File: config.mk
export PLATFORM = sky130hd
export DESIGN_NAME = settable_clock_with_stopwatch_view
export DESIGN_NICKNAME = d
export VERILOG_FILES = /design/src/hw/rtl/scsv_pkg.sv /design/src/hw/rtl/scsv_view.sv /design/src/hw/rtl/settable_clock_with_stopwatch_view.sv
export SDC_FILE = /design/constraint.sdc
export NUM_CORES = 1
export LEC_CHECK = 0
export ABC_CLOCK_PERIOD_IN_PS = 7800
export BUFFER_PORTS_ARGS = -buffer_cell sky130_fd_sc_hd__buf_4
export CAP_MARGIN = 20
export CORE_ASPECT_RATIO = 1.2
export CORE_MARGIN = 1.5
export CORE_UTILIZATION = 40
export DETAILED_ROUTE_END_ITERATION = 12
export PLACE_DENSITY = 0.64
export SLEW_MARGIN = 10
export SYNTH_ARGS = -nofsm -noshare
export SYNTH_HDL_FRONTEND = slang
export SYNTH_SLANG_ARGS = --single-unit
File: constraint.sdc
create_clock -name clk -period 7.8 [get_ports clk]
set_input_delay 0.78 -clock clk [delete_from_list [all_inputs] [get_ports clk]]
set_output_delay 0.78 -clock clk [all_outputs]
set_load 0.005 [all_outputs]
File: src/hw/rtl/scsv_pkg.sv
`default_nettype none

package scsv_pkg;

    typedef enum logic [1:0] {
        MODE_NORMAL  = 2'd0,
        MODE_MODIFY  = 2'd1,
        MODE_DISPLAY = 2'd2
    } mode_t;

    localparam int MILLIS_W  = 10;
    localparam int SECONDS_W = 6;
    localparam int MINUTES_W = 6;
    localparam int HOURS_W   = 5;
    localparam int VALUE_W   = 13;

    localparam logic [MILLIS_W-1:0]  MILLIS_MAX   = 10'd999;
    localparam logic [MILLIS_W-1:0]  COLON_HALF   = 10'd500;
    localparam logic [SECONDS_W-1:0] SECONDS_MAX  = 6'd59;
    localparam logic [MINUTES_W-1:0] MINUTES_MAX  = 6'd59;
    localparam logic [HOURS_W-1:0]   HOURS_MAX    = 5'd23;

    localparam logic [MILLIS_W-1:0]  MILLIS_RST   = 10'd0;
    localparam logic [SECONDS_W-1:0] SECONDS_RST  = 6'd19;
    localparam logic [MINUTES_W-1:0] MINUTES_RST  = 6'd27;
    localparam logic [HOURS_W-1:0]   HOURS_RST    = 5'd13;

endpackage

`default_nettype wire

File: src/hw/rtl/scsv_view.sv
`default_nettype none

module scsv_view
(
    input  wire scsv_pkg::mode_t                  mode_sel,
    input  wire logic [scsv_pkg::HOURS_W-1:0]     hours,
    input  wire logic [scsv_pkg::MINUTES_W-1:0]   minutes,
    input  wire logic [scsv_pkg::SECONDS_W-1:0]   seconds,
    input  wire logic [scsv_pkg::MILLIS_W-1:0]    millis,
    output logic      [scsv_pkg::VALUE_W-1:0]     value
);
    import scsv_pkg::*;

    logic [17:0]        centi_prod;
    logic [6:0]         centis;
    logic [VALUE_W-1:0] hhmm;
    logic [VALUE_W-1:0] sscc;

    // millis / 10 as (millis * 205) >> 11, exact below 1029
    assign centi_prod = {8'd0, millis} * 18'd205;
    assign centis     = centi_prod[17:11];

    assign hhmm = ({8'd0, hours} * 13'd100) + {7'd0, minutes};
    assign sscc = ({7'd0, seconds} * 13'd100) + {6'd0, centis};

    always_comb
    begin
        case (mode_sel)
            MODE_DISPLAY: value = sscc;
            default:      value = hhmm;
        endcase
    end

endmodule

`default_nettype wire

File: src/hw/rtl/settable_clock_with_stopwatch_view.sv
`default_nettype none

// Time-of-day clock (hh:mm:ss.mmm, reset to 13:27:19.000) with normal, modify and
// display modes. Each item carries button release events, handled first, and an
// optional 1 ms tick. One result item per input item: display_value is hhmm, or
// ss and centiseconds in display mode; colon_on blinks at 1 Hz (normal), 10 Hz
// (display) or holds (modify). The time state and the result register are loaded
// at the same edge, so an item is taken every cycle while the result side keeps
// up; the result appears in the cycle after acceptance and in_ready only drops
// while a result is held back by out_ready.
module settable_clock_with_stopwatch_view
(
    input  wire  logic        clk,
    input  wire  logic        rst_n,
    input  wire  logic        in_valid,
    output logic              in_ready,
    input  wire  logic        tick,
    input  wire  logic        rel_modify,
    input  wire  logic        rel_normal,
    input  wire  logic        rel_hour,
    input  wire  logic        rel_minute,
    output logic              out_valid,
    input  wire  logic        out_ready,
    output logic [12:0]       display_value,
    output logic              colon_on,
    output logic [1:0]        mode
);
    import scsv_pkg::*;

    logic [MILLIS_W-1:0]  millis_reg,  millis_next;
    logic [SECONDS_W-1:0] seconds_reg, seconds_next;
    logic [MINUTES_W-1:0] minutes_reg, minutes_next;
    logic [HOURS_W-1:0]   hours_reg,   hours_next;
    mode_t                mode_reg,    mode_next;
    logic                 colon_reg,   colon_next;
    logic                 out_valid_reg;
    logic [VALUE_W-1:0]   value_reg,   value_next;

    logic                 accept;
    logic [HOURS_W-1:0]   hours_btn;
    logic [MINUTES_W-1:0] minutes_btn;
    logic [MILLIS_W-1:0]  millis_inc;
    logic [16:0]          hund_prod;
    logic [3:0]           hund_q;
    logic [MILLIS_W-1:0]  hund_rem;
    logic                 colon_tick;

    assign in_ready  = !out_valid_reg || out_ready;
    assign accept    = in_valid && in_ready;
    assign out_valid = out_valid_reg;
    assign display_value = value_reg;
    assign colon_on  = colon_reg;
    assign mode      = mode_reg;

    // buttons
    always_comb
    begin
        mode_next   = mode_reg;
        hours_btn   = hours_reg;
        minutes_btn = minutes_reg;
        case (mode_reg)
            MODE_MODIFY:
            begin
                if (rel_normal)
                begin
                    mode_next = MODE_NORMAL;
                end
                if (rel_hour)
                begin
                    hours_btn = (hours_reg == HOURS_MAX) ? '0 : hours_reg + 5'd1;
                end
                if (rel_minute)
                begin
                    if (minutes_reg == MINUTES_MAX)
                    begin
                        minutes_btn = '0;
                        hours_btn   = (hours_btn == HOURS_MAX) ? '0 : hours_btn + 5'd1;
                    end
                    else
                    begin
                        minutes_btn = minutes_reg + 6'd1;
                    end
                end
            end
            MODE_NORMAL:
            begin
                if (rel_modify)
                begin
                    mode_next = MODE_MODIFY;
                end
                else if (rel_normal)
                begin
                    mode_next = MODE_DISPLAY;
                end
            end
            MODE_DISPLAY:
            begin
                if (rel_normal)
                begin
                    mode_next = MODE_NORMAL;
                end
            end
            default:
            begin
                mode_next = mode_reg;
            end
        endcase
    end

    // tick
    assign millis_inc = (millis_reg == MILLIS_MAX) ? '0 : millis_reg + 10'd1;
    // millis / 100 as (millis * 41) >> 12, exact below 1000
    assign hund_prod  = {7'd0, millis_inc} * 17'd41;
    assign hund_q     = hund_prod[15:12];
    assign hund_rem   = millis_inc - ({6'd0, hund_q} * 10'd100);

    always_comb
    begin
        case (mode_next)
            MODE_NORMAL:  colon_tick = (millis_inc < COLON_HALF);
            MODE_DISPLAY: colon_tick = (hund_rem < 10'd50);
            default:      colon_tick = colon_reg;
        endcase
    end

    always_comb
    begin
        millis_next  = millis_reg;
        seconds_next = seconds_reg;
        minutes_next = minutes_btn;
        hours_next   = hours_btn;
        colon_next   = colon_reg;
        if (tick)
        begin
            millis_next = millis_inc;
            colon_next  = colon_tick;
            if (millis_reg == MILLIS_MAX)
            begin
                if (seconds_reg == SECONDS_MAX)
                begin
                    seconds_next = '0;
                    if (minutes_btn == MINUTES_MAX)
                    begin
                        minutes_next = '0;
                        hours_next   = (hours_btn == HOURS_MAX) ? '0 : hours_btn + 5'd1;
                    end
                    else
                    begin
                        minutes_next = minutes_btn + 6'd1;
                    end
                end
                else
                begin
                    seconds_next = seconds_reg + 6'd1;
                end
            end
        end
    end

    scsv_view u_view
    (
        .mode_sel (mode_next),
        .hours    (hours_next),
        .minutes  (minutes_next),
        .seconds  (seconds_next),
        .millis   (millis_next),
        .value    (value_next)
    );

    always_ff @(posedge clk or negedge rst_n)
    begin
        if (!rst_n)
        begin
            millis_reg    <= MILLIS_RST;
            seconds_reg   <= SECONDS_RST;
            minutes_reg   <= MINUTES_RST;
            hours_reg     <= HOURS_RST;
            mode_reg      <= MODE_NORMAL;
            colon_reg     <= 1'b0;
            out_valid_reg <= 1'b0;
        end
        else
        begin
            if (accept)
            begin
                millis_reg    <= millis_next;
                seconds_reg   <= seconds_next;
                minutes_reg   <= minutes_next;
                hours_reg     <= hours_next;
                mode_reg      <= mode_next;
                colon_reg     <= colon_next;
                out_valid_reg <= 1'b1;
            end
            else if (out_ready)
            begin
                out_valid_reg <= 1'b0;
            end
        end
    end

    always_ff @(posedge clk)
    begin
        if (accept)
        begin
            value_reg <= value_next;
        end
    end

endmodule

`default_nettype wire
# [Word-level counts from Yosys, hierarchy flattened]
# Index checks and enable logic that the tools add are counted.
[classes] mul=5 n_eq_ne=10 mux=32 n_reduce_logical=9 n_lt_le_gt_ge=2 addsub=10
[ops] cell="$mux 5" n=12
[ops] cell="$mux 6" n=10
[ops] cell="$mux 10" n=2
[ops] cell="$add 6x1->6 const B" n=3
[ops] cell="$eq 6x6->1 const B" n=3
[ops] cell="$mul 10x8->18 const B" n=1
[ops] cell="$mul 10x6->16 const B" n=1
[ops] cell="$add 5x1->5 const B" n=3
[ops] cell="$eq 5x5->1 const B" n=3
[ops] cell="$add 12x6->13" n=1
[ops] cell="$add 13x7->13" n=1
[ops] cell="$mux 13" n=1
[ops] cell="$mul 6x5->11 const B" n=1
[ops] cell="$add 10x1->10 const B" n=1
[ops] cell="$eq 10x10->1 const B" n=1
[ops] cell="$lt 10x6->1 const B" n=1
[ops] cell="$lt 10x9->1 const B" n=1
[ops] cell="$mul 5x5->10 const B" n=1
[ops] cell="$sub 10x10->10" n=1
[ops] cell="$mul 4x5->8 const B" n=1
[ops] cell="$mux 2" n=3
[ops] cell="$eq 2x2->1 const B" n=2
[ops] cell="$logic_not 2->1" n=2
[ops] cell="$pmux 2 s2" n=1
[ops] cell="other kinds (9)" n=11
[word_totals] inputBits=9 output_inout_bits=18 elab_cells=76 ff_bits=44

# [Longest topological paths before layout]
# Gate-level depths: netlist of the first run.
[depth] ltp_word=18 depth_mapped=34 depth_no_buf=34

# [Hierarchy]
# From an unflattened synthesis of the first run, not the netlist that was laid out.
[hier_totals] hier_cells=857 area_unflattened_um2=7582.3
[modules_own_cells] mod="settable_clock_with_stopwatch_view" cells_each=505 area_per_inst_um2=4596.9 instances=1 seq_area_each_um2=1178.6
[modules_own_cells] mod="scsv_view" cells_each=352 area_per_inst_um2=2985.4 instances=1 seq_area_each_um2=0.0

# [Least setup slack after synthesis of the first run]
# Ideal clock, no wire load.
[synth_path] kind="reg2reg" start="register millis_reg[0]" end="register colon_reg, in the netlist colon_on" synth_period_minus_slack_ns=6.865 stages_incl_launch_ff=32 arrival_ns=6.783 setup_ns=0.082 required_ns=7.718 n_path_buf=1 path_slack_ns=0.935 cell_sequence="dfrtp_1 > ha_1 > nand4_1 > nor4_4 > buf_6 > o21ai_0 > a21oi_1 > inv_1 > ha_1 > ha_1 > ha_1 > ha_1 > a2111oi_2 > a21oi_1 > a41oi_1 > a31oi_1 > a21oi_1 > nor2b_1 > nor2_1 > xnor2_1 > ha_1 > ha_1 > fa_1 > inv_1 > ha_1 > or2_2 > or3_1 > o41ai_2 > o21bai_1 > mux2i_1 > o2111ai_1 > a31oi_1"
[synth_via] elab_chain_cells=7 word_cells_on_any_way=9 cone_classes="add/sub (2); mul (2); order compare (2); eq/ne (1); mux (2)"
[synth_rtl] item="start: declaration" line_no="settable_clock_with_stopwatch_view.sv:30" text="logic [MILLIS_W-1:0] millis_reg, millis_next;"
[synth_rtl] item="start signal: assignment" line_no="settable_clock_with_stopwatch_view.sv:186" text="millis_reg <= millis_next;"
[synth_rtl] item="$add 10x1->10 or $eq 10x10->1 (tied branches)" line_no="settable_clock_with_stopwatch_view.sv:111" text="assign millis_inc = (millis_reg == MILLIS_MAX) ? '0 : millis_reg + 10'd1;"
[synth_rtl] item="$mux 10 (*)" line_no="settable_clock_with_stopwatch_view.sv:111"
[synth_rtl] item="$mul 10x6->16" line_no="settable_clock_with_stopwatch_view.sv:113" text="assign hund_prod = {7'd0, millis_inc} * 17'd41;"
[synth_rtl] item="$mul 4x5->8" line_no="settable_clock_with_stopwatch_view.sv:115" text="assign hund_rem = millis_inc - ({6'd0, hund_q} * 10'd100);"
[synth_rtl] item="$sub 10x10->10" line_no="settable_clock_with_stopwatch_view.sv:115"
[synth_rtl] item="$lt 10x6->1" line_no="settable_clock_with_stopwatch_view.sv:121" text="MODE_DISPLAY: colon_tick = (hund_rem < 10'd50);"
[synth_rtl] item="$pmux 1 s2 (*)" line_no="settable_clock_with_stopwatch_view.sv:119" text="case (mode_next)"
[synth_rtl] item="end signal: assignment" line_no="settable_clock_with_stopwatch_view.sv:191" text="colon_reg <= colon_next;"
[synth_rtl] item="end: declaration" line_no="settable_clock_with_stopwatch_view.sv:35" text="logic colon_reg, colon_next;"
# Every way passes the cells marked *; elsewhere a longest branch is shown, timed or not.
# A chain may end at the register's enable or synchronous reset.

# [Final worst setup path of the first run]
[layout_path] start="register millis_reg[0]" end="register value_reg[12], in the netlist display_value[12], data pin"
[layout_via] elab_chain_cells=6 word_cells_on_any_way=16 cone_classes="add/sub (3); mul (3); eq/ne (1); mux (9)"
[layout_rtl] item="$add 10x1->10 or $eq 10x10->1 (tied branches)" line_no="settable_clock_with_stopwatch_view.sv:111"
[layout_rtl] item="$mux 10 (*)" line_no="settable_clock_with_stopwatch_view.sv:111"
[layout_rtl] item="$mux 10 (*)" line_no="settable_clock_with_stopwatch_view.sv:133" text="if (tick)"
[layout_rtl] item="net millis_next[8]" line_no="settable_clock_with_stopwatch_view.sv:30"
[layout_rtl] item="$mul 10x8->18 (*)" line_no="scsv_view.sv:20" text="assign centi_prod = {8'd0, millis} * 18'd205;"
[layout_rtl] item="$add 13x7->13 (*)" line_no="scsv_view.sv:24" text="assign sscc = ({7'd0, seconds} * 13'd100) + {6'd0, centis};"
[layout_rtl] item="$mux 13 (*)" line_no="scsv_view.sv:28" text="case (mode_sel)"
[layout_rtl] item="net u_view.value, one bit" line_no="scsv_view.sv:10" text="output logic [scsv_pkg::VALUE_W-1:0] value"
[layout_rtl] item="end signal: assignment" line_no="settable_clock_with_stopwatch_view.sv:205" text="value_reg <= value_next;"
[layout_rtl] item="end: declaration" line_no="settable_clock_with_stopwatch_view.sv:37" text="logic [VALUE_W-1:0] value_reg, value_next;"
# Mark *: on every way through the listed nets, which the timed path passes. The rest lies on a longest branch.

==> summary.md, run 1 <==
| Metric | Value |
|---|---|
| Critical path start-end classification | reg2reg |
| Number of enable flip-flop cells after synthesis | 13 |
| Critical path endpoint category | flop |
| Slew HR | a little under three fifths |
| Combined area of the multi-input logic cells | 5340 µm² |
| Aggregate negative setup slack | 0 ps |
| Status | finished clean |
| Unique cell type count in the Yosys netlist | 72 |
| Horizontal die dimension | 124 µm |
| Kind of launch point of the worst setup path | flop |
| Crit Reg-Reg Startpoint | millis_reg[0]$_DFFE_PN0P_ |
| FF-to-FF End | display_value[12]$_DFFE_PP_ |
| Vias in the first global route | 5102 |
| Pin count of the biggest net entering global routing | 33 |
| Initial antenna violation count | 0 |
| Async SR Flop Fraction | 70.5% |
| Avg Cell Area, Syn | 8.82 µm² |
| Fraction of the cycle the final worst path needs | 90.9% |
| Cell depth of the worst flop-to-flop path | 33 |
| Most instantiated flip-flop cell in the synthesis netlist | sky130_fd_sc_hd__dfrtp_1 |
| Global-route wire length before repair | 23.6 mm |
| Count of TritonRoute iterations in the first routing pass | 5 |
| Reg2reg setup slack | between 700 and 800 ps |
| Hold violation total from the final report | 0 |
| Crit Path Max Fanout | 6 |
| Count of unresolved DRC violations after routing | 0 |
| Final-report setup violation count | 0 |
| Via density per instance | around 5.2 |
| Clock insertion delay at the later pin of the skew report | between 200 and 300 ps |
| # port buffers | 26 |
| Post-detailed-routing wire length | 13.6 mm |
| Flip-flop and latch count after synthesis | 44 |
| Minimum clock period | 7090 ps |
| Detail Route Antenna Nets | 0 |
| Worst stage delay on the critical path | 540 ps |
| CP required | 7820 ps |
| CTS tree | done |
| Count of standard-cell rows | 52 |
| Number of flip-flops in the largest register | 13 |
| Root buf cell | sky130_fd_sc_hd__clkbuf_16 |
| Fmax | 141 MHz |
| CTS buffer count | 5 |
| DR vias | approximately 5300 |
| Fill cell count | approximately 1700 |
| Synth warn | 0 |
| Worst clock skew | approximately 4.3 ps |
| Layout cell share with drive strength beyond 1 | 10.9% |
| Synthesis-to-layout area growth | 8.58% |
| Hold bufs inserted after CTS | 0 |
| Data arrival time of the critical path | 7120 ps |
| Clock slew at the register clock pins of the worst setup and hold paths | 60 ps |
| Die Y | 148 µm |
| Fin nets | 1003 |
| Maximum buffer depth of the clock tree | 2 |
| Path category of the worst min-delay check | in2async |
| Core footprint | roughly 17000 µm² |
| Slew at the pin with the worst max-slew slack | between 600 and 700 ps |
| Reg area | around 1200 µm² |
| Die area | ~18000 µm² |
| Setup repair after global routing missed its margin | no |
| # H-tree levels | 2 |
| DR iter-0 viols | approximately 170 |
| Cell with the most instances on the worst path | sky130_fd_sc_hd__inv_1 |
| Detailed-placement wirelength estimate | about 11 mm |
| Number of top-level pins | 27 |
| Average routed wire per standard cell | 13.1 µm |
| Max-slew violation total from the final report | 0 |
| Diode insertion count for antenna repair | 0 |
| Overall overflow remaining after global route | 0 |
| Maximum Capacitance Violations | 0 |
| Number of instances in the synthesized netlist | between 700 and 800 |
| Syn nets | 981 |
| Proportion of synthesized chip area in sequential cells | 16.8% |
| Worst Hold Margin | 423 ps |
| Initial core utilization | 41.1% |
| Global router's overall resource usage | ~16% |
| Number of sinks driven by the clock tree | 44 |
| Slowest-stage cell, CP | sky130_fd_sc_hd__fa_1 |
| Final GP Congestion | 0.815 |
| Netlist area before placement | ~7000 µm² |
## metrics by stage
stage               instance area [µm²]  std cells  setup slack [ps]  util (%)
floorplan                          7010        795               935         -
global placement                   7440       1025               675      43.6
detailed placement                 7440       1025               494      43.6
CTS                                7600       1033               474      44.6
global route                       7610       1034              1.18      44.7
finish                             7610       1034               708      44.7
## layout by cell type (no fill, tap or decap), types with 13 or more instances in the layout
cell                         n
sky130_fd_sc_hd__buf_4      35
sky130_fd_sc_hd__dfrtp_1    21
sky130_fd_sc_hd__ha_1      150
sky130_fd_sc_hd__a21oi_1    34
sky130_fd_sc_hd__mux2_2     16
sky130_fd_sc_hd__o21ai_0    32
sky130_fd_sc_hd__fa_1       26
sky130_fd_sc_hd__xor2_1     31
sky130_fd_sc_hd__inv_1     104
sky130_fd_sc_hd__nand2_1    73
sky130_fd_sc_hd__xnor2_1    46
sky130_fd_sc_hd__edfxtp_1   13
sky130_fd_sc_hd__nor2b_1    13
sky130_fd_sc_hd__nor2_1     45
sky130_fd_sc_hd__nand3_1    13
## cell families after synthesis
| family | count (synthesis) | synth area share, % |
|---|---|---|
| simple gates | 208 | 15.1 |
| mux | 24 | 3.78 |
| compound gates | 139 | 13.2 |
| buf+inv | 126 | 7.10 |
| flops | 44 | 16.8 |
| xor+xnor | 77 | 9.62 |
| fa+ha+maj | 177 | 34.4 |
## cell usage after synthesis (3+ instances only)
cell	n	share of area (%)
sky130_fd_sc_hd__nand2_1	73	3.9
sky130_fd_sc_hd__fa_1	26	7.4
sky130_fd_sc_hd__and2_1	4	0.36
sky130_fd_sc_hd__or2_2	4	0.36
sky130_fd_sc_hd__dfrtp_1	21	7.5
sky130_fd_sc_hd__o21ai_0	32	2.3
sky130_fd_sc_hd__clkbuf_1	10	0.54
sky130_fd_sc_hd__a21o_1	10	1.1
sky130_fd_sc_hd__xnor2_1	46	5.7
sky130_fd_sc_hd__or3_1	4	0.36
sky130_fd_sc_hd__nor2b_1	13	1.2
sky130_fd_sc_hd__ha_1	151	27
sky130_fd_sc_hd__a211oi_1	3	0.32
sky130_fd_sc_hd__o31a_1	5	0.62
sky130_fd_sc_hd__nand2b_1	10	0.89
sky130_fd_sc_hd__dfstp_2	10	3.7
sky130_fd_sc_hd__nand4_1	10	0.89
sky130_fd_sc_hd__a31oi_1	7	0.62
sky130_fd_sc_hd__nor2_1	45	2.4
sky130_fd_sc_hd__and3_1	6	0.54
sky130_fd_sc_hd__nand3_1	13	0.93
sky130_fd_sc_hd__o31ai_1	10	1.1
sky130_fd_sc_hd__a21oi_1	34	2.4
sky130_fd_sc_hd__inv_1	104	5.6
sky130_fd_sc_hd__o21bai_1	7	0.75
sky130_fd_sc_hd__nor3_1	10	0.71
sky130_fd_sc_hd__xor2_1	31	3.9
sky130_fd_sc_hd__buf_2	6	0.43
sky130_fd_sc_hd__o22ai_1	3	0.27
sky130_fd_sc_hd__mux2_2	16	2.6
sky130_fd_sc_hd__edfxtp_1	13	5.6
sky130_fd_sc_hd__mux2i_1	7	1.0
sky130_fd_sc_hd__nand3_2	3	0.43
## layout make-up
type,count,share of cell area [%]
Tap cell,216,3.55
Clock inverter,2,0.460
Inverter,106,5.26
Timing Repair Buffer,35,3.45
Multi-Input combinational cell,625,70.1
Sequential cell,44,15.5
Clock buffer,6,1.69
## layer usage
layer  wire (µm)  up-vias  global-route usage, %
met5           0        -                      0
met4         179        0                   3.79
met3         301       11                   1.47
met2        6370       60                   25.8
met1        6750     2467                   22.2
li1            -     2799                      -
## critical path: cells and delay by family (launching register included)
kind	cells	cell delay (ps)
DFF	1	430
buffers and inverters	5	400
xor gates and xnor gates	2	300
and+or+nand+nor	9	1490
adders and majority gates	7	2710
AOI/OAI and AO/OA	10	1490
## worst max-delay path by stage
stage | start | to | cells after the start
after floorplan | millis_reg[0]$_DFFE_PN0P_ | colon_on$_DFFE_PN0P_ | 31
after global placement | millis_reg[0]$_DFFE_PN0P_ | display_value[12]$_DFFE_PP_ | 33
after detailed placement | millis_reg[0]$_DFFE_PN0P_ | display_value[12]$_DFFE_PP_ | 33
after CTS | millis_reg[0]$_DFFE_PN0P_ | display_value[12]$_DFFE_PP_ | 33
after global routing | millis_reg[0]$_DFFE_PN0P_ | colon_on$_DFFE_PN0P_ | 34
final | millis_reg[0]$_DFFE_PN0P_ | display_value[12]$_DFFE_PP_ | 33
## repair_timing
action / 4_1_cts / 5_1_grt
setup endpoints to repair: 0 / 5
gates resized for setup: 0 / 1
buffers inserted: 0 / 1
Power of run 1 is not shown: default switching activity piles up to over one toggle a cycle in this logic, so the estimate is an artifact.
==> inputs of run 2 (changes only) <==
--- a/config.mk
+++ b/config.mk
@@ -5,7 +5,7 @@
 export SDC_FILE = /design/constraint.sdc
 export NUM_CORES = 1
 export LEC_CHECK = 0
-export ABC_CLOCK_PERIOD_IN_PS = 7800
+export ABC_CLOCK_PERIOD_IN_PS = 8890
 export BUFFER_PORTS_ARGS = -buffer_cell sky130_fd_sc_hd__buf_4
 export CAP_MARGIN = 20
 export CORE_ASPECT_RATIO = 1.2
==> constraint.sdc (replaced) <==
create_clock -name clk -period 8.89 [get_ports clk]
set_input_delay 0.889 -clock clk [delete_from_list [all_inputs] [get_ports clk]]
set_output_delay 0.889 -clock clk [all_outputs]
set_load 0.005 [all_outputs]
==> run 2 against run 1 <==
  * Sequential cell count unchanged
  * Final cell count down 0.58%
  * Clock-buffer cell count is 1 lower
  * Largest cell class unchanged
==> summary.md, run 2 (synthesis gave the netlist of run 1 again) <==
| Metric | Value |
|---|---|
| Slew at the pin with the worst max-slew slack | 713 ps (+63.3 ps) |
| Hold violation total from the final report | 0 (unchanged) |
| Aggregate negative setup slack | 0 ps (unchanged) |
| Via density per instance | 5.22 (+1.2%) |
| Slew HR | 52.4% (-4.2 points) |
| Die area | 18300 µm² (unchanged) |
| Detail Route Antenna Nets | 0 (unchanged) |
| Count of standard-cell rows | 52 (unchanged) |
| Setup repair after global routing missed its margin | no |
| Final Instance Area | 7540 µm² (-0.95%) |
| Number of sinks driven by the clock tree | 44 (unchanged) |
| Maximum Capacitance Violations | 0 (unchanged) |
| DR vias | 5369 (+0.60%) |
| Pre-CTS WS | 1370 ps (+879 ps) |
| Count of TritonRoute iterations in the first routing pass | 5 (unchanged) |
| Status | finished clean |
| Total setup buffers inserted after CTS | 0 (unchanged) |
| Vias in the first global route | 5196 (+1.8%) |
| Global-route wire length before repair | 24.3 mm (+2.8%) |
| Clock slew at the register clock pins of the worst setup and hold paths | 60 ps (about the same) |
| Final worst setup slack | 1340 ps (+632 ps) |
| Critical path endpoint category | flop |
| Diode insertion count for antenna repair | 0 (unchanged) |
| Fin nets | 997 (-0.60%) |
| Slowest-stage cell, CP | sky130_fd_sc_hd__a2111oi_2 |
| Global router's overall resource usage | 16.3% (+0.54 points) |
| Fmax | 132 MHz (-6.1%) |
| Worst clock skew | 4.52 ps (+0.199 ps) |
| Final-report setup violation count | 0 (unchanged) |
| # placed instances | 1020 (-0.49%) |
| Cell with the most instances on the worst path | sky130_fd_sc_hd__ha_1 |
| Data arrival time of the critical path | 7760 ps (+640 ps) |
| Critical path start-end classification | reg2reg |
| Final GP Congestion | 0.868 (+6.4%) |
| Core footprint | 17000 µm² (unchanged) |
| Kind of launch point of the worst setup path | flop |
| Clock insertion delay at the later pin of the skew report | 290 ps (about the same) |
| Minimum clock period | 7550 ps (+458 ps) |
| Synthesis-to-layout area growth | 7.55% |
| # H-tree levels | 2 (unchanged) |
| Layout cell share with drive strength beyond 1 | 10.1% (-0.78 points) |
| Path category of the worst min-delay check | reg2reg |
| Initial core utilization | 41.1% (unchanged) |
| # port buffers | 26 (unchanged) |
| Worst stage delay on the critical path | 530 ps (about the same) |
| Count of unresolved DRC violations after routing | 0 (unchanged) |
| Maximum buffer depth of the clock tree | 2 (unchanged) |
| Die Y | 148 µm (unchanged) |
| CP required | 9100 ps (+1280 ps) |
| Pin count of the biggest net entering global routing | 33 (unchanged) |
| Post-detailed-routing wire length | 14.0 mm (+3.1%) |
| Placed inst area | 7400 µm² (-0.50%) |
| Max-slew violation total from the final report | 0 (unchanged) |
| Average routed wire per standard cell | 13.6 µm (+3.8%) |
| CTS buffer count | 5 (unchanged) |
| Number of flip-flops in the largest register | 13 (unchanged) |
| PostCTS Resize Cnt | 0 (unchanged) |
| Most used cells in the layout excluding fill and tap cells | 151 x sky130_fd_sc_hd__ha_1, 104 x sky130_fd_sc_hd__inv_1, 73 x sky130_fd_sc_hd__nand2_1 |
| Crit Path Max Fanout | 13 (+7) |
| Initial antenna violation count | 0 (unchanged) |
| Fraction of the cycle the final worst path needs | 84.9% (-6.0 points) |
| Most frequent standard cell in the layout excluding fill and tap cells | sky130_fd_sc_hd__ha_1 |
| Root buf cell | sky130_fd_sc_hd__clkbuf_16 |
| Overall overflow remaining after global route | 0 (unchanged) |
| Number of top-level pins | 27 (unchanged) |
| Hold bufs inserted after CTS | 0 (unchanged) |
| DR iter-0 viols | 235 (+39%) |
| Horizontal die dimension | 124 µm (unchanged) |
| Detailed-placement wirelength estimate | 11.4 mm (+1.0%) |
| Post-route non-filler standard cell count | 1028 (-0.58%) |
| CTS tree | done |
run 2: path summary, 6_finish.rpt:
path                                       startpoint                    endpoint  slack [ps]  cells past startpoint
max reg2reg                 millis_reg[0]$_DFFE_PN0P_        colon_on$_DFFE_PN0P_        1340                     31
max in group asynchronous                       rst_n    hours_reg[2]$_DFFE_PN1P_        7990                      1
min reg2reg                seconds_reg[0]$_DFFE_PN1P_  seconds_reg[0]$_DFFE_PN1P_         490                      2
max                         millis_reg[0]$_DFFE_PN0P_        colon_on$_DFFE_PN0P_        1340                     31
min in group asynchronous                       rst_n    hours_reg[4]$_DFFE_PN0P_         550                      1
min                        seconds_reg[0]$_DFFE_PN1P_  seconds_reg[0]$_DFFE_PN1P_         490                      2
run 2: layer usage:
layer / share of wire, % / track usage [%] / vias up
met1: 48 / 22.9 / 2517
li1: - / - / 2776
met2: 48 / 27.2 / 69
met3: 2.6 / 1.20 / 7
met4: 0.92 / 3.28 / 0
met5: 0 / 0 / -
run 2: cell type report:
class | count | area (µm²)
fill | 1703 | 9510
sequential | 44 | 1180
multi-input combinational | 625 | 5340
clock inverter | 3 | 13.8
clock buffer | 5 | 125
timing repair buffer | 29 | 218
inverter | 106 | 400
tap | 216 | 270
run 2: stage by stage:
stage | hold slack, ps | util, %
CTS | 495 | 44.2
floorplan | 463 | -
detailed placement | 484 | 43.4
global placement | 476 | 43.4
finish | 491 | 44.2
global route | 518 | 44.2
run 2: critical path, delay by kind of cell (launching register included):
family,cells,cell delay (ps)
adders and majority gates,9,2760
muxes,1,140
AOI/OAI and AO/OA,11,2360
buffers and inverters,3,460
xor gates and xnor gates,1,100
and+or+nand+nor,6,1210
DFF,1,420
Power of run 2 is left out for the same reason.
